**config.mk**
```make
export PLATFORM = sky130hd
export DESIGN_NAME = wav_header_parser
export DESIGN_NICKNAME = d
export VERILOG_FILES = /design/src/hdl/wavhp_pkg.sv /design/src/hdl/wavhp_core.sv /design/src/hdl/wavhp_out.sv /design/src/hdl/wav_header_parser.sv
export SDC_FILE = /design/constraint.sdc
export NUM_CORES = 1
export LEC_CHECK = 0
export BUFFER_PORTS_ARGS = -buffer_cell sky130_fd_sc_hd__buf_2
export CAP_MARGIN = 10
export CORE_MARGIN = 4
export CORE_UTILIZATION = 35
export CTS_BUF_LIST = sky130_fd_sc_hd__clkbuf_2 sky130_fd_sc_hd__clkbuf_4 sky130_fd_sc_hd__clkbuf_8
export DETAILED_ROUTE_END_ITERATION = 10
export PLACE_DENSITY = 0.6
export REMOVE_ABC_BUFFERS = 1
export SKIP_LAST_GASP = 1
export SYNTH_ARGS = -nofsm -noshare
export SYNTH_HDL_FRONTEND = slang
export SYNTH_HIERARCHICAL = 1
export SYNTH_SLANG_ARGS = --single-unit
export TNS_END_PERCENT = 30
```
**constraint.sdc**
```tcl
create_clock -name clk_i -period 27.5 [get_ports clk_i]
set_input_delay 5.5 -clock clk_i [delete_from_list [all_inputs] [get_ports clk_i]]
set_output_delay 5.5 -clock clk_i [all_outputs]
set_load 0.05 [all_outputs]
```
**src/hdl/wavhp_pkg.sv**
```systemverilog
`default_nettype none

package wavhp_pkg;

  localparam logic [31:0] ID_RIFF = 32'h5249_4646;
  localparam logic [31:0] ID_WAVE = 32'h5741_5645;
  localparam logic [31:0] ID_FMT  = 32'h666d_7420;
  localparam logic [31:0] ID_DATA = 32'h6461_7461;
  localparam logic [31:0] FMT_MIN = 32'd16;

  localparam logic [7:0]  MAX_CHUNKS_RESET   = 8'd20;
  localparam logic [15:0] MAX_CHANNELS_RESET = 16'd2;
  localparam logic [7:0]  SEEN_MAX           = 8'd255;

  localparam int unsigned CFG_IDX_W  = 1;
  localparam int unsigned CFG_DATA_W = 16;

  localparam logic [CFG_IDX_W-1:0] CFG_MAX_CHUNKS   = 1'd0;
  localparam logic [CFG_IDX_W-1:0] CFG_MAX_CHANNELS = 1'd1;

  typedef enum logic [3:0] {
    P_RIFF,
    P_RSIZE,
    P_WAVE,
    P_CID,
    P_FSIZE,
    P_OSIZE,
    P_DSIZE,
    P_FTAG,
    P_FCH,
    P_FRATE,
    P_FBRATE,
    P_FALIGN,
    P_FBITS,
    P_SKIP
  } phase_e;

  typedef enum logic [1:0] {
    R_NONE,
    R_OK,
    R_FAIL
  } rslt_e;

  typedef struct packed {
    logic        failed;
    logic [15:0] channels;
    logic [31:0] sample_rate;
    logic [15:0] sample_bits;
    logic [31:0] data_length;
  } result_t;

endpackage

`default_nettype wire

```
**src/hdl/wavhp_core.sv**
```systemverilog
`default_nettype none

module wavhp_core (
  input  wire                      clk_i,
  input  wire                      rst_ni,
  input  wire                      accept_i,
  input  wire  [7:0]               data_byte_i,
  input  wire                      first_byte_i,
  input  wire                      last_byte_i,
  input  wire  [7:0]               max_chunks_i,
  input  wire  [15:0]              max_channels_i,
  output logic                     res_valid_o,
  output wavhp_pkg::result_t       res_o
);
  import wavhp_pkg::*;

  phase_e      phase_q, phase_d, b_phase;
  logic [1:0]  bif_q, bif_d, b_bif, bif_inc;
  logic [31:0] shift_q, shift_d, b_shift, shift_big, shift_lit, padded;
  logic [31:0] left_q, left_d, b_left, left_m16, left_dec;
  logic [7:0]  seen_q, seen_d, b_seen;
  logic [15:0] hch_q, hch_d, b_hch;
  logic [31:0] hrate_q, hrate_d, b_hrate;
  logic [15:0] hbits_q, hbits_d, b_hbits;
  logic        fin_q, fin_d, b_fin;
  logic        last4, last2;
  rslt_e       rslt;

  always_comb begin
    if (first_byte_i) begin
      b_phase = P_RIFF;
      b_bif   = 2'd0;
      b_shift = '0;
      b_left  = '0;
      b_seen  = '0;
      b_hch   = '0;
      b_hrate = '0;
      b_hbits = '0;
      b_fin   = 1'b0;
    end else begin
      b_phase = phase_q;
      b_bif   = bif_q;
      b_shift = shift_q;
      b_left  = left_q;
      b_seen  = seen_q;
      b_hch   = hch_q;
      b_hrate = hrate_q;
      b_hbits = hbits_q;
      b_fin   = fin_q;
    end

    shift_big = {b_shift[23:0], data_byte_i};
    shift_lit = {data_byte_i, b_shift[31:8]};
    last4     = (b_bif == 2'd3);
    last2     = (b_bif != 2'd0);
    bif_inc   = b_bif + 2'd1;
    padded    = (shift_lit[0] && (shift_lit != '1)) ? shift_lit + 32'd1 : shift_lit;
    left_m16  = b_left - FMT_MIN;
    left_dec  = (b_left != '0) ? b_left - 32'd1 : b_left;

    phase_d = b_phase;
    bif_d   = b_bif;
    shift_d = b_shift;
    left_d  = b_left;
    seen_d  = b_seen;
    hch_d   = b_hch;
    hrate_d = b_hrate;
    hbits_d = b_hbits;
    fin_d   = b_fin;
    rslt    = R_NONE;

    if (!b_fin) begin
      case (b_phase)
        P_RIFF, P_WAVE: begin
          shift_d = shift_big;
          bif_d   = last4 ? 2'd0 : bif_inc;
          if (last4) begin
            if (shift_big != ((b_phase == P_RIFF) ? ID_RIFF : ID_WAVE)) begin
              rslt = R_FAIL;
            end else begin
              phase_d = (b_phase == P_RIFF) ? P_RSIZE : P_CID;
            end
          end
        end
        P_RSIZE, P_FBRATE: begin
          shift_d = shift_lit;
          bif_d   = last4 ? 2'd0 : bif_inc;
          if (last4) begin
            phase_d = (b_phase == P_RSIZE) ? P_WAVE : P_FALIGN;
          end
        end
        P_CID: begin
          if ((b_bif == 2'd0) && (b_seen >= max_chunks_i)) begin
            rslt = R_FAIL;
          end else begin
            shift_d = shift_big;
            bif_d   = last4 ? 2'd0 : bif_inc;
            if (last4) begin
              if (b_seen != SEEN_MAX) begin
                seen_d = b_seen + 8'd1;
              end
              if (shift_big == ID_FMT) begin
                phase_d = P_FSIZE;
              end else if (shift_big == ID_DATA) begin
                phase_d = P_DSIZE;
              end else begin
                phase_d = P_OSIZE;
              end
            end
          end
        end
        P_OSIZE: begin
          shift_d = shift_lit;
          bif_d   = last4 ? 2'd0 : bif_inc;
          if (last4) begin
            left_d  = padded;
            phase_d = (padded != '0) ? P_SKIP : P_CID;
          end
        end
        P_FSIZE: begin
          shift_d = shift_lit;
          bif_d   = last4 ? 2'd0 : bif_inc;
          if (last4) begin
            left_d = padded;
            if (padded < FMT_MIN) begin
              rslt = R_FAIL;
            end else begin
              phase_d = P_FTAG;
            end
          end
        end
        P_DSIZE: begin
          shift_d = shift_lit;
          bif_d   = last4 ? 2'd0 : bif_inc;
          if (last4) begin
            rslt = R_OK;
          end
        end
        P_FTAG: begin
          shift_d = shift_lit;
          bif_d   = last2 ? 2'd0 : bif_inc;
          if (last2) begin
            if (shift_lit[31:16] != 16'd1) begin
              rslt = R_FAIL;
            end else begin
              phase_d = P_FCH;
            end
          end
        end
        P_FCH: begin
          shift_d = shift_lit;
          bif_d   = last2 ? 2'd0 : bif_inc;
          if (last2) begin
            hch_d = shift_lit[31:16];
            if (shift_lit[31:16] > max_channels_i) begin
              rslt = R_FAIL;
            end else begin
              phase_d = P_FRATE;
            end
          end
        end
        P_FRATE: begin
          shift_d = shift_lit;
          bif_d   = last4 ? 2'd0 : bif_inc;
          if (last4) begin
            hrate_d = shift_lit;
            phase_d = P_FBRATE;
          end
        end
        P_FALIGN: begin
          shift_d = shift_lit;
          bif_d   = last2 ? 2'd0 : bif_inc;
          if (last2) begin
            phase_d = P_FBITS;
          end
        end
        P_FBITS: begin
          shift_d = shift_lit;
          bif_d   = last2 ? 2'd0 : bif_inc;
          if (last2) begin
            hbits_d = shift_lit[31:16];
            left_d  = left_m16;
            phase_d = (left_m16 != '0) ? P_SKIP : P_CID;
          end
        end
        P_SKIP: begin
          left_d = left_dec;
          if (left_dec == '0) begin
            phase_d = P_CID;
          end
        end
        default: begin
          phase_d = P_CID;
        end
      endcase

      if ((rslt == R_NONE) && last_byte_i) begin
        rslt = R_FAIL;
      end
      if (rslt != R_NONE) begin
        fin_d = 1'b1;
      end
    end
  end

  always_ff @(posedge clk_i or negedge rst_ni) begin
    if (!rst_ni) begin
      phase_q <= P_RIFF;
      bif_q   <= '0;
      shift_q <= '0;
      left_q  <= '0;
      seen_q  <= '0;
      hch_q   <= '0;
      hrate_q <= '0;
      hbits_q <= '0;
      fin_q   <= 1'b0;
    end else if (accept_i) begin
      phase_q <= phase_d;
      bif_q   <= bif_d;
      shift_q <= shift_d;
      left_q  <= left_d;
      seen_q  <= seen_d;
      hch_q   <= hch_d;
      hrate_q <= hrate_d;
      hbits_q <= hbits_d;
      fin_q   <= fin_d;
    end
  end

  assign res_valid_o       = accept_i && (rslt != R_NONE);
  assign res_o.failed      = (rslt == R_FAIL);
  assign res_o.channels    = hch_d;
  assign res_o.sample_rate = hrate_d;
  assign res_o.sample_bits = hbits_d;
  assign res_o.data_length = (rslt == R_OK) ? shift_d : '0;

  a_result_sets_finished : assert property (@(posedge clk_i) disable iff (!rst_ni)
    res_valid_o |=> fin_q)
    else $error("result given without marking the file finished");

  a_finished_is_silent : assert property (@(posedge clk_i) disable iff (!rst_ni)
    (fin_q && accept_i && !first_byte_i) |-> !res_valid_o)
    else $error("second result for one file");

  a_skip_has_bytes : assert property (@(posedge clk_i) disable iff (!rst_ni)
    (phase_q == P_SKIP) |-> (left_q != '0))
    else $error("skip phase with no bytes left");

endmodule

`default_nettype wire

```
**src/hdl/wavhp_out.sv**
```systemverilog
`default_nettype none

module wavhp_out (
  input  wire                      clk_i,
  input  wire                      rst_ni,
  input  wire                      push_i,
  input  wire wavhp_pkg::result_t  push_data_i,
  output logic                     space_o,
  output logic                     out_valid_o,
  input  wire                      out_ready_i,
  output wavhp_pkg::result_t       out_data_o
);
  import wavhp_pkg::*;

  logic    out_valid_q, out_valid_d;
  logic    skid_valid_q, skid_valid_d;
  result_t out_q, out_d;
  result_t skid_q, skid_d;

  always_comb begin
    out_valid_d  = out_valid_q;
    skid_valid_d = skid_valid_q;
    out_d        = out_q;
    skid_d       = skid_q;
    if (skid_valid_q) begin
      if (out_ready_i) begin
        out_d        = skid_q;
        skid_valid_d = 1'b0;
      end
    end else if (push_i) begin
      if (!out_valid_q || out_ready_i) begin
        out_d       = push_data_i;
        out_valid_d = 1'b1;
      end else begin
        skid_d       = push_data_i;
        skid_valid_d = 1'b1;
      end
    end else if (out_ready_i) begin
      out_valid_d = 1'b0;
    end
  end

  always_ff @(posedge clk_i or negedge rst_ni) begin
    if (!rst_ni) begin
      out_valid_q  <= 1'b0;
      skid_valid_q <= 1'b0;
    end else begin
      out_valid_q  <= out_valid_d;
      skid_valid_q <= skid_valid_d;
    end
  end

  always_ff @(posedge clk_i) begin
    out_q  <= out_d;
    skid_q <= skid_d;
  end

  assign space_o     = !skid_valid_q;
  assign out_valid_o = out_valid_q;
  assign out_data_o  = out_q;

  a_skid_behind_out : assert property (@(posedge clk_i) disable iff (!rst_ni)
    skid_valid_q |-> out_valid_q)
    else $error("skid word held while output is empty");

  a_stall_fills_skid : assert property (@(posedge clk_i) disable iff (!rst_ni)
    (push_i && out_valid_q && !out_ready_i && !skid_valid_q) |=> skid_valid_q)
    else $error("word pushed during stall was dropped");

  a_skid_refills_out : assert property (@(posedge clk_i) disable iff (!rst_ni)
    (skid_valid_q && out_ready_i) |=> (out_valid_q && !skid_valid_q))
    else $error("skid word not moved to output");

endmodule

`default_nettype wire

```
**src/hdl/wav_header_parser.sv**
```systemverilog
// A result is formed combinationally from the byte that completes it and is registered in the output stage.
// Throughput: one byte per cycle while in_ready_o is high; the parse state updates once per accepted byte.
// A two-word output stage keeps input accepted while one result waits to be taken; input stalls while two wait.
// Reset (rst_ni low, asynchronous) restarts the parse expecting "RIFF", empties the
// output stage and sets max_chunks to 20 and max_channels to 2.
`default_nettype none

module wav_header_parser (
  input  wire                                   clk_i,
  input  wire                                   rst_ni,
  input  wire                                   in_valid_i,
  output logic                                  in_ready_o,
  input  wire  [7:0]                            data_byte_i,
  input  wire                                   first_byte_i,
  input  wire                                   last_byte_i,
  output logic                                  out_valid_o,
  input  wire                                   out_ready_i,
  output logic                                  failed_o,
  output logic [15:0]                           channels_o,
  output logic [31:0]                           sample_rate_o,
  output logic [15:0]                           sample_bits_o,
  output logic [31:0]                           data_length_o,
  input  wire                                   cfg_we_i,
  input  wire  [wavhp_pkg::CFG_IDX_W-1:0]       cfg_index_i,
  input  wire  [wavhp_pkg::CFG_DATA_W-1:0]      cfg_data_i
);
  import wavhp_pkg::*;

  logic [7:0]  max_chunks_q;
  logic [15:0] max_channels_q;
  logic        accept;
  logic        res_valid;
  logic        space;
  result_t     res;
  result_t     out_data;

  always_ff @(posedge clk_i or negedge rst_ni) begin
    if (!rst_ni) begin
      max_chunks_q   <= MAX_CHUNKS_RESET;
      max_channels_q <= MAX_CHANNELS_RESET;
    end else if (cfg_we_i) begin
      case (cfg_index_i)
        CFG_MAX_CHUNKS:   max_chunks_q   <= cfg_data_i[7:0];
        CFG_MAX_CHANNELS: max_channels_q <= cfg_data_i[15:0];
        default: ;
      endcase
    end
  end

  assign in_ready_o = space;
  assign accept     = in_valid_i && space;

  wavhp_core u_core (
    .clk_i          (clk_i),
    .rst_ni         (rst_ni),
    .accept_i       (accept),
    .data_byte_i    (data_byte_i),
    .first_byte_i   (first_byte_i),
    .last_byte_i    (last_byte_i),
    .max_chunks_i   (max_chunks_q),
    .max_channels_i (max_channels_q),
    .res_valid_o    (res_valid),
    .res_o          (res)
  );

  wavhp_out u_out (
    .clk_i       (clk_i),
    .rst_ni      (rst_ni),
    .push_i      (res_valid),
    .push_data_i (res),
    .space_o     (space),
    .out_valid_o (out_valid_o),
    .out_ready_i (out_ready_i),
    .out_data_o  (out_data)
  );

  assign failed_o      = out_data.failed;
  assign channels_o    = out_data.channels;
  assign sample_rate_o = out_data.sample_rate;
  assign sample_bits_o = out_data.sample_bits;
  assign data_length_o = out_data.data_length;

endmodule

`default_nettype wire
```
==> impl_metrics.json <==
{
  "dieArea_um2": 65620,
  "cts.sinks": 363,
  "htreeDepth": 2,
  "finalSetupTns_ns": 0,
  "start_kind": "input pin",
  "grt_use_met1_pct": 30.71,
  "synthCells": 2223,
  "rsz0062_at_grt": "false",
  "drt_iter0_drc": 1820,
  "layout-drive-gt1-share_pct": 21.46,
  "r2r-start": "u_core/shift_q[8]$_DFFE_PN0P_",
  "period_minus_slack_ns": 11.63,
  "relSlewSlack_pct": 25.58,
  "cts-resized-gates": 0,
  "worstPathArrival_ns": 11.90,
  "synth_edf_count": 194,
  "r2r_slack_ns": 20.35,
  "cts-root-buf": "clkbuf_8",
  "postRouteAntennaNets": 0,
  "die_w_um": 256.2,
  "synthArstFlopShare_pct": 46.56,
  "end_kind": "flop",
  "cts_buffers": 61,
  "place_ws_ns": 15.32,
  "min_period_over_period_pct": 42.30,
  "start_util_pct": 35.51,
  "viasPerCell": 5.991,
  "drc": 0,
  "drt_wl_total_um": 76390,
  "cap_violations": 0,
  "fin_ws_ns": 15.87,
  "cts_buffer_depth": 3,
  "hpwl_um": 53030,
  "p_per_area_nw_per_um2": 61.06,
  "synth_cell_types": 86,
  "io_pins": 131,
  "cts_hold_buffers": 0,
  "skew_ns": 0.04767,
  "synthFlopType": "edfxtp_1",
  "hold_class": "flop to flop",
  "cpPeakStageDelay_ns": 0.76,
  "criticalPathCategory": "input pin to flop",
  "total_power_mw": 1.474,
  "synth_seq_cells": 363,
  "status": "finished, final reports clean",
  "fillCellCount": 5894,
  "holdWs_ns": 0.4958,
  "wl_per_cell_um": 24.54,
  "timing.fmax_ghz": 0.08596,
  "setup-violations-final": 0,
  "grt_max_degree": 71,
  "critPathMostFrequentCell": "buf_4",
  "grtUsageMet3_pct": 4.334,
  "grt_pass1_vias": 18337,
  "grt_usage_pct": 22.34,
  "slew_violations": 0,
  "path_cells": "buf_4, nand2b_1, inv_1, ha_1, nand4b_4, or4_1, a2111oi_0, xor2_1, or4_1, nor4_1, nand4_1, o2111a_1, nand2_1, and2_1, nor4bb_4, buf_4, buf_4",
  "nets": 2344,
  "yosysWarnings": 6,
  "vias": 18649,
  "grt_antenna_before_repair": 2,
  "worstHoldStart": "u_core/bif_q[1]$_DFFE_PN0P_",
  "leakage_nw": 9.507,
  "hold_viol_final": 0,
  "area_growth_pct": 11.99,
  "fp.dieH_um": 256.2,
  "slowest_stage": "buf_4",
  "crit_fanout": 70,
  "clk_latency_ns": 0.68,
  "cp.required_ns": 27.76,
  "core-area_um2": 60700,
  "num_rows": 90,
  "grt-busiest-layer": "met2",
  "overflow": 0,
  "drt_pre_antenna_iters": 6,
  "post_cts_buffers": 0,
  "place.port_buffers": 130,
  "cts_tree": "built",
  "synth_area_um2": 21550,
  "synth_seq_area_share_pct": 46.67,
  "gp_congestion": 0.9733,
  "crit_start": "first_byte_i",
  "clkTransAtPathRegs_ns": 0.07,
  "grt_pass1_wl_um": 115800,
  "tightestPinTransition_ns": 1.116,
  "peakVddDrop_uv": 28.22,
  "use_met2_pct": 35.37,
  "syn-mean-instance-area_um2": 9.696
}
[cells in the mapped netlist, types with 17 or more instances]
master    count  area share, %
ha_1         34            2.0
xor2_1       17           0.69
nand3_1      49            1.1
mux2_2      164            8.6
nand2_1     300            5.2
inv_1        52           0.91
nor2b_1      45            1.3
and3_1       23           0.67
dfrtp_1     166             19
nor4_1       42            1.2
mux2_4       19            1.3
nor2_1      175            3.0
o22ai_1      22           0.64
edfxtp_1    194             27
a31oi_1      32           0.93
and2_1       23           0.67
nor3_1       41           0.95
a21oi_1     146            3.4
o21ai_0     132            3.1
clkbuf_1    139            2.4
nand4_1      37            1.1
a22o_1       37            1.5
xnor2_1      35            1.4
[path summary, 6_finish.rpt]
check                                                       to  cells past startpoint
worst max-delay path                u_out/skid_q[91]$_DFFE_PP_                     17
worst min-delay path               u_core/bif_q[1]$_DFFE_PN0P_                      2
worst max register to register      u_out/skid_q[91]$_DFFE_PP_                     16
worst min register to register     u_core/bif_q[1]$_DFFE_PN0P_                      2
max in group asynchronous         u_out/skid_valid_q$_DFF_PN0_                      2
min in group asynchronous       u_core/hrate_q[17]$_DFFE_PN0P_                      1
[cell families after synthesis]
kind of cell	Yosys count	share of synthesized area, %
AND/OR/NAND/NOR	820	18.62
AO/OA/AOI/OAI	535	15.95
flip-flops	363	46.67
buffers and inverters	229	4.470
multiplexers	190	10.22
XOR/XNOR	52	2.113
adder cells (fa/ha/maj)	34	1.974
[metal layers]
metal,part of all wire (%),vias to the layer above
li1,-,8312
met1,43,9262
met2,46,881
met3,7.7,192
met4,3.5,2
met5,0.017,-
[flip-flops by register name (all words and copies together), names as in the netlist, 2 cells and up]
signal	count
u_core/hrate_q	32
max_chunks_q	8
u_core/phase_q	4
u_core/hbits_q	16
u_core/bif_q	2
u_out/out_data_o	97
u_core/left_q	32
u_core/shift_q	32
u_out/skid_q	97
max_channels_q	16
u_core/seen_q	8
u_core/hch_q	16
[critical path: cells and delay by family]
family / cells / cell delay [ns]
buf+inv: 4 / 1.86
simple gates: 9 / 2.95
fa+ha+maj: 1 / 0.34
compound gates: 2 / 0.91
xor+xnor: 1 / 0.18
[placed cells by master, fill, tap and decap left out, types with 23 or more instances in the layout]
master,synthesis,final
a21oi_1,146,146
a22o_1,37,37
a31oi_1,32,32
and3_1,23,23
buf_2,13,128
buf_4,3,40
clkbuf_8,0,67
dfrtp_1,166,165
edfxtp_1,194,194
ha_1,34,34
inv_1,52,51
mux2_2,164,164
nand2_1,300,300
nand3_1,49,49
nand4_1,37,37
nor2_1,175,174
nor2b_1,45,44
nor3_1,41,40
nor4_1,42,41
o21ai_0,132,132
xnor2_1,35,35
[per-stage QoR]
step	instances	utilization [%]	cell area [um^2]
floorplan	2046	-	20790
global placement	2997	37.52	22770
detailed placement	2997	37.52	22770
CTS	3112	39.77	24140
global route	3113	39.77	24140
finish	3113	39.77	24140
[power by group]
| part | switching [mW] | leakage [nW] | internal [mW] |
|---|---|---|---|
| combinational | 0.194 | 4.87 | 0.0873 |
| clock | 0.233 | 0.712 | 0.303 |
| sequential | 0.0458 | 3.92 | 0.611 |
| total | 0.473 | 9.51 | 1.00 |
[area by class of cell]
type / count / area, um^2 / area share [%]
inverters: 52 / 195.2 / 0.8086
clock inverters: 26 / 275.3 / 1.140
multi-input cells: 1631 / 10590 / 43.85
clock buffers: 89 / 1087 / 4.504
well taps: 782 / 978.4 / 4.053
repair buffers: 169 / 952.2 / 3.945
flip-flops and latches: 363 / 10060 / 41.69
diodes: 1 / 2.502 / 0.01037
Power figures use the tool's default switching activity.
